<file path="config.mk">
export PLATFORM = sky130hd
export DESIGN_NAME = uuid_text_parse_check
export DESIGN_NICKNAME = d
export VERILOG_FILES = /design/src/sv/uuidtpc_pkg.sv /design/src/sv/uuidtpc_char_class.sv /design/src/sv/uuid_text_parse_check.sv
export SDC_FILE = /design/constraint.sdc
export NUM_CORES = 1
export LEC_CHECK = 0
export ABC_AREA = 0
export ABC_CLOCK_PERIOD_IN_PS = 13800
export BUFFER_PORTS_ARGS = -buffer_cell sky130_fd_sc_hd__buf_2
export CORE_UTILIZATION = 61
export CTS_BUF_LIST = sky130_fd_sc_hd__clkbuf_4
export CTS_CLUSTER_SIZE = 12
export DETAILED_ROUTE_END_ITERATION = 16
export HOLD_SLACK_MARGIN = 0.03
export PLACE_DENSITY = 0.81
export REMOVE_ABC_BUFFERS = 1
export SYNTH_ARGS = -nofsm -noshare
export SYNTH_HDL_FRONTEND = slang
export SYNTH_HIERARCHICAL = 1
export SYNTH_SLANG_ARGS = --single-unit
</file>
<file path="constraint.sdc">
create_clock -name clock -period 13.8 [get_ports clock]
set_input_delay 0.69 -clock clock [delete_from_list [all_inputs] [get_ports clock]]
set_output_delay 0.69 -clock clock [all_outputs]
set_load 0.005 [all_outputs]
</file>
<file path="src/sv/uuidtpc_pkg.sv">
// Shared types and constants for the UUID text parser and checker.
package uuidtpc_pkg;

   localparam logic [5:0] UUID_TEXT_LEN = 6'd36;
   localparam logic [5:0] POS_SAT       = 6'd37;

   localparam logic [63:0] VER_XOR  = 64'hFFFF_FFFF_FFFF_4FFF;
   localparam logic [63:0] VER_MASK = 64'h0000_0000_0000_F000;
   localparam logic [63:0] VAR_XOR  = 64'h8FFF_FFFF_FFFF_FFFF;
   localparam logic [63:0] VAR_MASK = 64'hC000_0000_0000_0000;

   localparam logic [2:0] ST_OK         = 3'd0;
   localparam logic [2:0] ST_BAD_LENGTH = 3'd1;
   localparam logic [2:0] ST_BAD_CHAR   = 3'd2;
   localparam logic [2:0] ST_BAD_HYPHEN = 3'd3;
   localparam logic [2:0] ST_NOT_RFC    = 3'd4;

   localparam logic [1:0] FE_NONE   = 2'd0;
   localparam logic [1:0] FE_CHAR   = 2'd1;
   localparam logic [1:0] FE_HYPHEN = 2'd2;

   typedef struct packed {
      logic [7:0] char_code;
      logic       last_char;
   } req_type;

   typedef struct packed {
      logic [2:0]  status;
      logic [63:0] id_high;
      logic [63:0] id_low;
      logic        id_is_v4;
   } rsp_type;

   typedef struct packed {
      logic       nib_valid;
      logic [3:0] nib;
      logic       dash;
      logic       hyphen_pos;
      logic       is_ver4;
      logic       is_variant;
   } class_type;

endpackage

</file>
<file path="src/sv/uuidtpc_char_class.sv">
// Character classifier: hex value, hyphen and version/variant markers.
module uuidtpc_char_class (
   input  logic [7:0]             char_code,
   input  logic [5:0]             position,
   output uuidtpc_pkg::class_type cls
);
   import uuidtpc_pkg::*;

   always_comb begin
      cls.nib_valid = 1'b1;
      cls.nib       = 4'd0;
      if (char_code >= 8'h30 && char_code <= 8'h39) begin
         cls.nib = 4'(char_code - 8'h30);
      end else if (char_code >= 8'h61 && char_code <= 8'h66) begin
         cls.nib = 4'(char_code - 8'h57);
      end else if (char_code >= 8'h41 && char_code <= 8'h46) begin
         cls.nib = 4'(char_code - 8'h37);
      end else begin
         cls.nib_valid = 1'b0;
      end
      cls.dash       = (char_code == 8'h2D);
      cls.hyphen_pos = (position == 6'd8) || (position == 6'd13) ||
                       (position == 6'd18) || (position == 6'd23);
      cls.is_ver4    = (char_code == 8'h34);
      cls.is_variant = (char_code == 8'h38) || (char_code == 8'h39) ||
                       (char_code == 8'h61) || (char_code == 8'h62) ||
                       (char_code == 8'h41) || (char_code == 8'h42);
   end

endmodule

</file>
<file path="src/sv/uuid_text_parse_check.sv">
// UUID text parser: takes one character per word and reports once per string. A character
// can be taken in every cycle while the input is not stalled; a string's result appears in
// the output register in the cycle after its final character. The input stalls only while a
// result still waits in that register and the output side is not taking it. The stored ID
// is replaced only by a string that passes every check, and reset sets it to zero.
module uuid_text_parse_check (
   input  logic                 clock,
   input  logic                 reset,
   input  logic                 req_valid,
   output logic                 req_ready,
   input  uuidtpc_pkg::req_type req_word,
   output logic                 rsp_valid,
   input  logic                 rsp_ready,
   output uuidtpc_pkg::rsp_type rsp_word
);
   import uuidtpc_pkg::*;

   logic [5:0]  pos_ff, pos_in;
   logic [1:0]  err_ff, err_in;
   logic        ver_ff, ver_in;
   logic        var_ff, var_in;
   logic [63:0] acc_hi_ff, acc_hi_in;
   logic [63:0] acc_lo_ff, acc_lo_in;
   logic [63:0] id_hi_ff, id_hi_in;
   logic [63:0] id_lo_ff, id_lo_in;
   logic        rsp_valid_ff;
   rsp_type     rsp_word_ff, rsp_word_in;
   class_type   cls;
   logic        accept;
   logic [2:0]  status;

   uuidtpc_char_class u_class (
      .char_code (req_word.char_code),
      .position  (pos_ff),
      .cls       (cls)
   );

   assign req_ready = !rsp_valid_ff || rsp_ready;
   assign accept    = req_valid && req_ready;
   assign rsp_valid = rsp_valid_ff;
   assign rsp_word  = rsp_word_ff;

   always_comb begin
      err_in = err_ff;
      if (err_ff == FE_NONE) begin
         if (!cls.nib_valid && !cls.dash) begin
            err_in = FE_CHAR;
         end else if (cls.hyphen_pos != cls.dash) begin
            err_in = FE_HYPHEN;
         end
      end
      ver_in = (pos_ff == 6'd14) ? cls.is_ver4 : ver_ff;
      var_in = (pos_ff == 6'd19) ? cls.is_variant : var_ff;
      acc_hi_in = acc_hi_ff;
      acc_lo_in = acc_lo_ff;
      if (cls.nib_valid) begin
         acc_hi_in = {acc_hi_ff[59:0], acc_lo_ff[63:60]};
         acc_lo_in = {acc_lo_ff[59:0], cls.nib};
      end
      pos_in = (pos_ff < POS_SAT) ? pos_ff + 6'd1 : pos_ff;

      // Length takes precedence, then the first character fault, then the markers.
      if (pos_in != UUID_TEXT_LEN) begin
         status = ST_BAD_LENGTH;
      end else begin
         case (err_in)
            FE_NONE:   status = (ver_in && var_in) ? ST_OK : ST_NOT_RFC;
            FE_CHAR:   status = ST_BAD_CHAR;
            FE_HYPHEN: status = ST_BAD_HYPHEN;
            default:   status = ST_BAD_CHAR;
         endcase
      end

      id_hi_in = (status == ST_OK) ? acc_hi_in : id_hi_ff;
      id_lo_in = (status == ST_OK) ? acc_lo_in : id_lo_ff;

      rsp_word_in.status   = status;
      rsp_word_in.id_high  = id_hi_in;
      rsp_word_in.id_low   = id_lo_in;
      rsp_word_in.id_is_v4 = (((id_hi_in ^ VER_XOR) & VER_MASK) == 64'd0) &&
                             (((id_lo_in ^ VAR_XOR) & VAR_MASK) == 64'd0);
   end

   always_ff @(posedge clock) begin
      if (reset) begin
         pos_ff       <= 6'd0;
         err_ff       <= FE_NONE;
         ver_ff       <= 1'b0;
         var_ff       <= 1'b0;
         acc_hi_ff    <= 64'd0;
         acc_lo_ff    <= 64'd0;
         id_hi_ff     <= 64'd0;
         id_lo_ff     <= 64'd0;
         rsp_valid_ff <= 1'b0;
      end else begin
         if (accept) begin
            if (req_word.last_char) begin
               pos_ff    <= 6'd0;
               err_ff    <= FE_NONE;
               ver_ff    <= 1'b0;
               var_ff    <= 1'b0;
               acc_hi_ff <= 64'd0;
               acc_lo_ff <= 64'd0;
               id_hi_ff  <= id_hi_in;
               id_lo_ff  <= id_lo_in;
            end else begin
               pos_ff    <= pos_in;
               err_ff    <= err_in;
               ver_ff    <= ver_in;
               var_ff    <= var_in;
               acc_hi_ff <= acc_hi_in;
               acc_lo_ff <= acc_lo_in;
            end
         end
         if (accept && req_word.last_char) begin
            rsp_valid_ff <= 1'b1;
         end else if (rsp_ready) begin
            rsp_valid_ff <= 1'b0;
         end
      end
   end

   always_ff @(posedge clock) begin
      if (accept && req_word.last_char) begin
         rsp_word_ff <= rsp_word_in;
      end
   end

endmodule

</file>
==> metrics.txt, run 1 <==
Cells after Synth 1547; # IOs 147; post-CTS resize count 0; Clock Root Buffer clkbuf_4; core area between 20000 and 30000 um2; drt first pass iters 5; unrepaired setup endpoints after global routing false; crit path kind input pin to flip-flop; vias per std cell about 5.7; # H-tree levels 3; first-pass GRT wire length between 50 and 60 mm; Detailed Place HPWL roughly 20 mm; CTS clk-pin slew, worst paths approximately 0.070 ns; Overall Power 2.37 mW; number of synthesized register bits between 300 and 400; Clock Path Buffers 3; Final Setup Violations 0; Power Dens Cells around 120 nW/um2; Starting Density between 60 and 70%; Rel. slew slack between 20% and 30%; worst-path maximum fanout 76; synth unique cells about 50; CTS sink cnt between 300 and 400; ANT nets after route 0; Worst-Skew Late Latency roughly 0.75 ns; fraction of registers with async set/reset 0%; GR Util All Layers between 20% and 30%; # port buffers about 150; routed wire length 35.9 mm; GR Layer Usage met3 between 5 and 6%; placed cells roughly 2000; crit share post-route approximately a third; DRC 0; cell repeated most along the worst path or4b_4; outcome finished clean; GR peak layer met2; most common cell after layout, fill and taps aside dfxtp_1; Iteration-0 DRC Markers roughly 770; Worst path max stage delay slightly below 0.9 ns; grt ovf 0; Crit path depth 9; worst path bufs/invs 2; Area Overhead vs Synth 12.6%; most frequent cells in the layout 267 x dfxtp_1, 265 x nand2_1, 214 x mux2_2; yosys warns 6; CTS Buf Count roughly 100; Worst Setup End Kind flip-flop; met1 usage a little under a third; Die Footprint 29000 um2; crit start category input pin; Final min period 4.71 ns; Seq/Total Area, Yosys a little over half; Hold Buf Count CTS 0; Slew @ Worst Pin ~1.1 ns; Final WS setup 9.09 ns; largest net degree at the start of global routing 156; std cell rows 61; worst path cell trace buf_2, or4b_4, a311oi_2, or2_4, or3b_2, a211oi_1, or4b_4, buf_4, mux2_1; initial antenna violation count 1; Fin. Hold Viols 0; ys flop type dfxtp_1; peak supply drop around 0.00012 V; worst r2r path cells 7; Vias about 12000; Fin Clk Skew ~0.062 ns; CP arrival a little over 5 ns; vias in the first global route roughly 12000; Placed Area ~18000 um2; EDFF count, synth roughly 130; Critical Path Slowest Stage Cell or4b_4; CTS tree yes; Crit path max-delay family simple AND/OR/NAND/NOR gates; Leak Pwr slightly above 7 nW; met2 usage 41.7%; filler cell count in the final layout 2030; Hold Path Class input pin to flip-flop; Die W around 170 um; non-filler cells, final 2149; finished layout cell area just under 20000 um2; Worst Hold Depth 3; Nets around 1700; GPL Wtd Cong a little over 0.8; Max-cap violations 0; CP required 14.26 ns; dpl ws around 8.4 ns; fmax roughly 210 MHz; Final Max Tran Viols 0; Post-CTS Setup Repair Bufs 0; Avg Cell Area, Syn 11.2 um2; die height roughly 170 um; mean routed wirelength per cell around 17 um; layout cells sized above 1 a little under a third; post-synth design cell area ~17000 um2; hold slack about 0.32 ns
[per-layer routing]
metal	up-vias	share of wire, %
li1	5856	-
met1	5923	45
met2	301	48
met3	65	4.6
met4	0	2.9
met5	-	0
[cell usage after synthesis (4+ instances only)]
| library cell | n | area, um2 |
|---|---|---|
| ha_1 | 7 | 87.6 |
| edfxtp_1 | 132 | 3960 |
| a21oi_1 | 12 | 60.1 |
| mux2_1 | 42 | 473 |
| nor3_1 | 7 | 35.0 |
| inv_1 | 10 | 37.5 |
| dfxtp_1 | 267 | 5350 |
| nor2_1 | 142 | 533 |
| mux2i_1 | 130 | 1300 |
| nor2b_1 | 4 | 25.0 |
| buf_6 | 10 | 113 |
| and2_1 | 4 | 25.0 |
| mux2_2 | 214 | 2410 |
| a211oi_1 | 4 | 30.0 |
| o21ai_0 | 8 | 40.0 |
| buf_2 | 16 | 80.1 |
| clkbuf_1 | 88 | 330 |
| nand2_1 | 265 | 995 |
| a22oi_1 | 130 | 976 |
| nand3b_1 | 4 | 30.0 |
[registers in the layout, indices dropped and copies added (netlist names), 2 cells and up]
signal	flops
rsp_word	132
acc_hi_ff	64
acc_lo_ff	64
id_hi_ff	64
id_lo_ff	64
pos_ff	6
err_ff	2
[cell families (layout without fill, tap and decap cells)]
group	after synthesis	after routing	share of synthesized area, %
AOI/OAI and AO/OA	173	173	7.30
adders and majority gates	7	7	0.507
other	0	1	0
DFF	399	399	53.8
and+or+nand+nor	453	453	10.7
buffers and inverters	128	351	3.39
muxes	386	386	24.2
xor gates and xnor gates	1	1	0.0507
[through the flow]
| stage | setup TNS, ns | utilization [%] |
|---|---|---|
| global placement | 0 | 64.9 |
| global route | 0 | 69.9 |
| floorplan | -1138.01 | - |
| detailed placement | 0 | 64.9 |
| finish | 0 | 69.9 |
| CTS | 0 | 69.9 |
[worst register-to-register path: cells and delay by family (launching register included)]
kind            cells  cell delay (ns)
flops               1             0.49
mux                 1             0.46
simple gates        2             1.30
buf+inv             1             1.01
fa+ha+maj           1             0.32
compound gates      2             0.53
[path summary, 6_finish.rpt]
kind | start | end | slack [ns]
worst min-delay path | rsp_ready | rsp_valid$_SDFFE_PP0P_ | 0.32
worst max-delay path | req_word[4] | rsp_word[104]$_DFFE_PP_ | 9.09
worst min register to register | id_lo_ff[8]$_SDFFE_PP0P_ | id_lo_ff[8]$_SDFFE_PP0P_ | 0.46
worst max register to register | pos_ff[1]$_SDFFE_PP0P_ | rsp_word[30]$_DFFE_PP_ | 9.38
[cell type report]
cell class | count | area [um2] | area share [%]
Tap cell | 378 | 473 | 2.43
Inverter | 10 | 50.0 | 0.257
Sequential cell | 399 | 9310 | 47.8
Timing Repair Buffer | 157 | 828 | 4.26
Multi-Input combinational cell | 1020 | 7420 | 38.1
Clock buffer | 158 | 1190 | 6.09
Antenna cell | 1 | 2.50 | 0.0129
Clock inverter | 26 | 198 | 1.02
[power breakdown]
| group | switching [mW] | internal, mW | total, mW |
|---|---|---|---|
| registers | 0.00734 | 1.23 | 1.24 |
| clock network | 0.472 | 0.578 | 1.05 |
| logic | 0.0607 | 0.0238 | 0.0845 |
No activity file was read; power rests on OpenSTA's default activity.
==> inputs of run 2 (changes only) <==
- ABC_CLOCK_PERIOD_IN_PS: 13800 -> 4000
- CORE_UTILIZATION: 61 -> 56
- PLACE_DENSITY: 0.81 -> 0.78
- clock period: 13.8 -> 4 ns (I/O delays scaled with it)
==> metrics.txt, run 2 (synthesized netlist as in run 1, its figures left out) <==
CP required 4.45 ns (was 14.26 ns); CTS Buf Count 100 (was 99); Worst-Skew Late Latency 0.72 ns (was 0.75 ns); Slew @ Worst Pin 1.17 ns (was 1.12 ns); most frequent cells in the layout 267 x dfxtp_1, 265 x nand2_1, 214 x mux2_2 (unchanged); Worst Hold Depth 5 (was 3); switching power total 1.82 mW (was 0.540 mW); Final WS setup 0.508 ns (was 9.09 ns); GPL Wtd Cong 0.799 (was 0.813); initial antenna violation count 1 (unchanged); Int Power 6.35 mW (was 1.83 mW); CTS tree yes (unchanged); Hold Path Class input pin to flip-flop (unchanged); worst path cell trace dlygate4sd3_1, buf_2, nor4bb_1, a21boi_0, or2_4, or3b_2, a211oi_1, or4b_4, buf_12, mux2_1 (was buf_2, or4b_4, a311oi_2, or2_4, or3b_2, a211oi_1, or4b_4, buf_4, mux2_1); Iteration-0 DRC Markers 688 (was 768); dpl ws 0.326 ns (was 8.35 ns); layout cells sized above 1 32.0% (was 31.0%); worst r2r path cells 7 (unchanged); Vias 12200 (was 12100); fmax approximately 290 MHz; CP arrival 3.94 ns (was 5.17 ns); # IOs 147 (unchanged); mean routed wirelength per cell 16.6 um (was 16.7 um); post-CTS resize count 0 (unchanged); # H-tree levels 3 (unchanged); Crit path max-delay family simple AND/OR/NAND/NOR gates (unchanged); GR Util All Layers 23.0% (was 25.0%); Nets 1726 (was 1707); vias in the first global route 12300 (was 12200); Clock Path Buffers 3 (unchanged); R2R Path Start pos_ff[1]$_SDFFE_PP0P_ (unchanged); first-pass GRT wire length 59.0 mm (about the same); Final min period around 3.5 ns; Rel. slew slack 21.7% (was 25.2%); peak supply drop 0.000286 V (was 0.000115 V); Die W 178 um (was 170 um); std cell rows 63 (was 61); Final Max Tran Viols 0 (unchanged); CTS clk-pin slew, worst paths 0.06 ns (was 0.07 ns); Hold Path End ver_ff$_SDFFE_PP0P_ (was rsp_valid$_SDFFE_PP0P_); Hold Buf Count CTS 10 (was 0); crit share post-route roughly 87%; Critical Path Slowest Stage Cell dlygate4sd3_1 (was or4b_4); Fin Clk Skew 0.0513 ns (was 0.0616 ns); Final Setup Violations 0 (unchanged); switch share 22.3% (was 22.8%); # port buffers 146 (unchanged); DRC 0 (unchanged); Detailed Place HPWL 19.9 mm (was 20.0 mm); routed wire length 36.1 mm (was 35.9 mm); unrepaired setup endpoints after global routing false (unchanged); clock network fraction of total power 44.1% (was 44.3%); Leak Pwr 7.31 nW (was 7.17 nW); die height 178 um (was 170 um); hold_sp req_word[4] (was rsp_ready); most common cell after layout, fill and taps aside dfxtp_1 (unchanged); crit path kind input pin to flip-flop (unchanged); crit start category input pin (unchanged); Starting Density 57.6% (was 62.1%); Power Dens Cells 414 nW/um2 (was 122 nW/um2); drt first pass iters 5 (unchanged); grt ovf 0 (unchanged); largest net degree at the start of global routing 216 (was 156); number of flip-flops in the largest register 132 (unchanged); Seq pwr share 52.2% (about the same); share of total power in combinational logic 3.8% (was 3.6%); Worst Setup End Kind flip-flop (unchanged); Area Overhead vs Synth 14.2% (was 12.6%); ANT nets after route 0 (unchanged); Clock Root Buffer clkbuf_4 (unchanged); worst path bufs/invs 3 (was 2); Worst path max stage delay 0.54 ns (was 0.88 ns); outcome finished clean (unchanged); Post-CTS Setup Repair Bufs 0 (unchanged); final core utilization 65.7% (was 69.9%); core area 30000 um2 (was 27900 um2); CTS sink cnt 399 (unchanged); R2R setup slack 0.59 ns (was 9.38 ns); worst-path maximum fanout 129 (was 76); vias per std cell 5.59 (was 5.65); Die Footprint 31600 um2 (was 29000 um2); Max-cap violations 0 (unchanged); setup TNS 0 ns (unchanged); r2r endpoint rsp_word[107]$_DFFE_PP_ (was rsp_word[30]$_DFFE_PP_); Fin. Hold Viols 0 (unchanged)
run 2: cell types whose count changed in the layout (fill, tap and decap cells not counted), sizes merged:
cell         change
inv              -1
clkbuf          +18
dlygate4sd3     +10
buf              +8
bufinv           -2
clkinv          -16
run 2: worst max-delay path by stage:
stage	startpoint	to	cells past startpoint
after global routing	pos_ff[1]$_SDFFE_PP0P_	rsp_word[64]$_DFFE_PP_	7
after floorplan	req_word[8]	id_hi_ff[0]$_SDFFE_PP0P_	8
after CTS	req_word[7]	rsp_word[54]$_DFFE_PP_	10
after global placement	req_word[4]	rsp_word[107]$_DFFE_PP_	9
final	req_word[7]	rsp_word[107]$_DFFE_PP_	10
after detailed placement	req_word[4]	rsp_word[107]$_DFFE_PP_	9
run 2: layout make-up:
type / instances / area [um2]
inverters: 10 / 50.0
fillers: 2312 / 10300
multi-input cells: 1020 / 7420
repair buffers: 175 / 1090
diodes: 1 / 2.50
well taps: 390 / 488
flip-flops and latches: 399 / 9310
clock buffers: 176 / 1320
clock inverters: 7 / 58.8
run 2: metal layers:
metal  GRT usage (%)  vias to the layer above  part of all wire [%]
li1                -                     5896                     -
met1            29.3                     5915                    45
met2            37.6                      302                    47
met3            5.31                       68                   5.4
met4            9.58                        0                   2.3
met5               0                        -                     0
run 2: through the flow:
stage | instance area (um2) | std cells | hold WS, ns | power, mW
detailed placement | 18300 | 1984 | 0.446 | 4.66
global placement | 18300 | 1984 | 0.438 | 4.66
global route | 19700 | 2178 | 0.0929 | 8.53
CTS | 19700 | 2177 | 0.0301 | 8.29
floorplan | 16700 | 1429 | 0.269 | 4.49
finish | 19700 | 2178 | 0.0977 | 8.18
run 2: tightest hold or removal path, delay by kind of cell:
family | cells | cell delay (ns)
and+or+nand+nor | 3 | 0.25
buffers and inverters | 1 | 0.13
AOI/OAI and AO/OA | 1 | 0.17
run 2: power by group through the flow:
stage | combinational (mW) | sequential [mW] | clock, mW
final | 0.308 | 4.27 | 3.60
after global routing | 0.335 | 4.27 | 3.93
after CTS | 0.311 | 4.27 | 3.71
after detailed placement | 0.303 | 4.36 | 0
after global placement | 0.297 | 4.36 | 0
after floorplan | 0.129 | 4.36 | 0
==> inputs of run 3 (changes only) <==
- ABC_CLOCK_PERIOD_IN_PS: 4000 -> 2830
- CORE_MARGIN: not set -> 3
- GPL_ROUTABILITY_DRIVEN: not set -> 0
- clock period: 4 -> 2.83 ns (I/O delays scaled with it)
==> metrics.txt, run 3 (synthesized netlist as in run 1, its figures left out) <==
outcome finished clean (unchanged); vias per std cell 5.62 (was 5.59); Fin Clk Skew 0.0404 ns (was 0.0513 ns); mean routed wirelength per cell 17.9 um (was 16.6 um); setup TNS 0 ns (unchanged); # IOs 147 (unchanged); routed wire length 40.2 mm (was 36.1 mm); Setup crit end rsp_word[107]$_DFFE_PP_ (unchanged); Placed Area 18700 um2 (was 18300 um2); Slew @ Worst Pin 1.14 ns (was 1.17 ns); crit path kind flip-flop to flip-flop (was input pin to flip-flop); crit start category flip-flop (was input pin); Final Max Tran Viols 0 (unchanged); Critical Path Slowest Stage Cell or4b_4 (was dlygate4sd3_1); Final WS setup 0.00562 ns (was 0.508 ns); Nets 1782 (was 1726); Power Dens Cells 558 nW/um2 (was 414 nW/um2); fmax 354 MHz; number of flip-flops in the largest register 132 (unchanged); Die Footprint 33000 um2 (was 31600 um2); Overall Power 11.4 mW (was 8.18 mW); Hold Path Class input pin to flip-flop (unchanged); most common cell after layout, fill and taps aside nand2_1 (was dfxtp_1); CTS Buf Count 100 (unchanged); peak supply drop 0.000330 V (was 0.000286 V); Detailed Place HPWL 23.0 mm (was 19.9 mm); layout cells sized above 1 33.7% (was 32.0%); Rel. slew slack 23.7% (was 21.7%); drt first pass iters 5 (unchanged); Worst-Skew Late Latency 0.71 ns (was 0.72 ns); Die W 182 um (was 178 um); vias in the first global route 12700 (was 12300); GR Util All Layers 22.9% (was 23.0%); CTS clk-pin slew, worst paths 0.07 ns (was 0.06 ns); Leak Pwr 7.68 nW (was 7.31 nW); Iteration-0 DRC Markers 959 (was 688); Clock Path Buffers 3 (unchanged); dpl ws -0.651 ns (was 0.326 ns); r2r endpoint rsp_word[107]$_DFFE_PP_ (unchanged); worst path cell trace inv_1, ha_2, inv_1, o2111ai_1, a221o_1, or4b_4, clkbuf_16, clkbuf_16, mux2_1 (was dlygate4sd3_1, buf_2, nor4bb_1, a21boi_0, or2_4, or3b_2, a211oi_1, or4b_4, buf_12, mux2_1); finished layout cell area 20500 um2 (was 19700 um2); Crit path max-delay family compound AO/OA/AOI/OAI gates (was simple AND/OR/NAND/NOR gates); placed cells 2032 (was 1984); non-filler cells, final 2240 (was 2178); worst-path maximum fanout 8 (was 129); CP arrival 3.26 ns (was 3.94 ns); Area Overhead vs Synth 18.4% (was 14.2%); most frequent cells in the layout 265 x nand2_1, 261 x dfxtp_1, 214 x mux2_2 (was 267 x dfxtp_1, 265 x nand2_1, 214 x mux2_2); Fin. Hold Viols 0 (unchanged); Met3 Routed Length 2.02 mm (was 1.96 mm); Max-cap violations 0 (unchanged); first-pass GRT wire length 63.0 mm (was 59.0 mm); uppermost routed layer met5 (was met4); Vias 12600 (was 12200); worst setup path start pos_ff[0]$_SDFFE_PP0P_ (was req_word[7]); Worst path max stage delay 0.57 ns (was 0.54 ns); unrepaired setup endpoints after global routing true (was false); routed wl met2 19.7 mm (was 17.0 mm); CTS sink cnt 399 (unchanged); R2R setup slack 0.006 ns (was 0.59 ns); ANT nets after route 0 (unchanged); Worst Setup End Kind flip-flop (unchanged); Clock Root Buffer clkbuf_4 (unchanged); std cell rows 63 (unchanged); Final Setup Violations 0 (unchanged); R2R Path Start pos_ff[0]$_SDFFE_PP0P_ (was pos_ff[1]$_SDFFE_PP0P_); Crit path depth 9 (was 10); initial antenna violation count 2 (was 1); worst r2r path cells 9 (was 7); # port buffers 146 (unchanged); crit share post-route 99.8%; die height 182 um (was 178 um); core area 30000 um2 (unchanged); # H-tree levels 3 (unchanged); Final min period about 2.8 ns; CTS tree yes (unchanged); CP required 3.26 ns (was 4.45 ns); grt ovf 0 (unchanged); DRC 0 (unchanged); Starting Density 57.6% (unchanged); worst path bufs/invs 4 (was 3); metal1 wirelength 17.5 mm (was 16.2 mm); largest net degree at the start of global routing 126 (was 216)
==> run 3: changes by cell type in the layout (fill, tap and decap cells not counted), moves of 3 or more <==
| cell | previous run | this run |
|---|---|---|
| dfxtp_1 | 267 | 261 |
| dfxtp_4 | 0 | 3 |
| clkbuf_4 | 176 | 146 |
| buf_12 | 9 | 19 |
| clkinv_2 | 1 | 7 |
| clkbuf_16 | 0 | 6 |
| dfxtp_2 | 0 | 3 |
| buf_16 | 0 | 3 |
| clkinv_1 | 3 | 29 |
| buf_4 | 10 | 49 |
==> run 3: where the power goes <==
part	switching (mW)	total [mW]	leakage (nW)	internal, mW
clock	2.32	4.90	0.790	2.58
combinational	0.315	0.485	3.57	0.170
sequential	0.0431	6.03	3.32	5.99
==> run 3: how the worst min path moves through the flow <==
| stage | from | end | slack, ns | cells past startpoint |
|---|---|---|---|---|
| after detailed placement | id_hi_ff[24]$_SDFFE_PP0P_ | id_hi_ff[24]$_SDFFE_PP0P_ | 0.45 | 2 |
| after floorplan | reset | pos_ff[0]$_SDFFE_PP0P_ | 0.21 | 1 |
| after global routing | req_word[2] | acc_lo_ff[1]$_SDFFE_PP0P_ | 0.09 | 6 |
| final | req_word[2] | acc_lo_ff[1]$_SDFFE_PP0P_ | 0.10 | 6 |
| after CTS | req_word[2] | acc_lo_ff[1]$_SDFFE_PP0P_ | 0.05 | 6 |
| after global placement | id_lo_ff[26]$_SDFFE_PP0P_ | id_lo_ff[26]$_SDFFE_PP0P_ | 0.44 | 2 |
==> run 3: through the flow <==
| stage | utilization (%) | hold WS, ns |
|---|---|---|
| final | 68.2 | 0.101 |
| after global routing | 68.2 | 0.0909 |
| after CTS | 67.3 | 0.0461 |
| after detailed placement | 62.4 | 0.446 |
| after global placement | 62.4 | 0.438 |
| after floorplan | - | 0.211 |
==> run 3: layer usage <==
| layer | GRT usage (%) | up-vias |
|---|---|---|
| li1 | - | 6027 |
| met1 | 28.9 | 6158 |
| met2 | 38.9 | 340 |
| met3 | 4.49 | 59 |
| met4 | 8.78 | 2 |
| met5 | 0 | - |
==> run 3: layout make-up <==
type	instances	area, um2
Sequential cell	399	9320
Inverter	10	50.0
Fill cell	2176	9560
Clock buffer	146	1100
Tap cell	390	488
Antenna cell	1	2.50
Timing Repair Buffer	231	1800
Multi-Input combinational cell	1020	7480
Clock inverter	43	231
==> run 3: worst reg2reg max path, stage by stage, from the launching register on <==
cell       delay (ns)
dfxtp_4          0.39
inv_1            0.07
ha_2             0.19
inv_1            0.08
o2111ai_1        0.12
a221o_1          0.45
or4b_4           0.57
clkbuf_16        0.21
clkbuf_16        0.19
mux2_1           0.32
==> run 3: what timing repair did <==
action / in CTS / in global routing
buffers inserted: 0 / 2
hold buffers: 8 / 0
resized for setup: 7 / 21
pin swaps: 2 / 5
hold endpoints to repair: 48 / 0
endpoints found under the setup margin: 109 / 134
gates cloned: 1 / 7
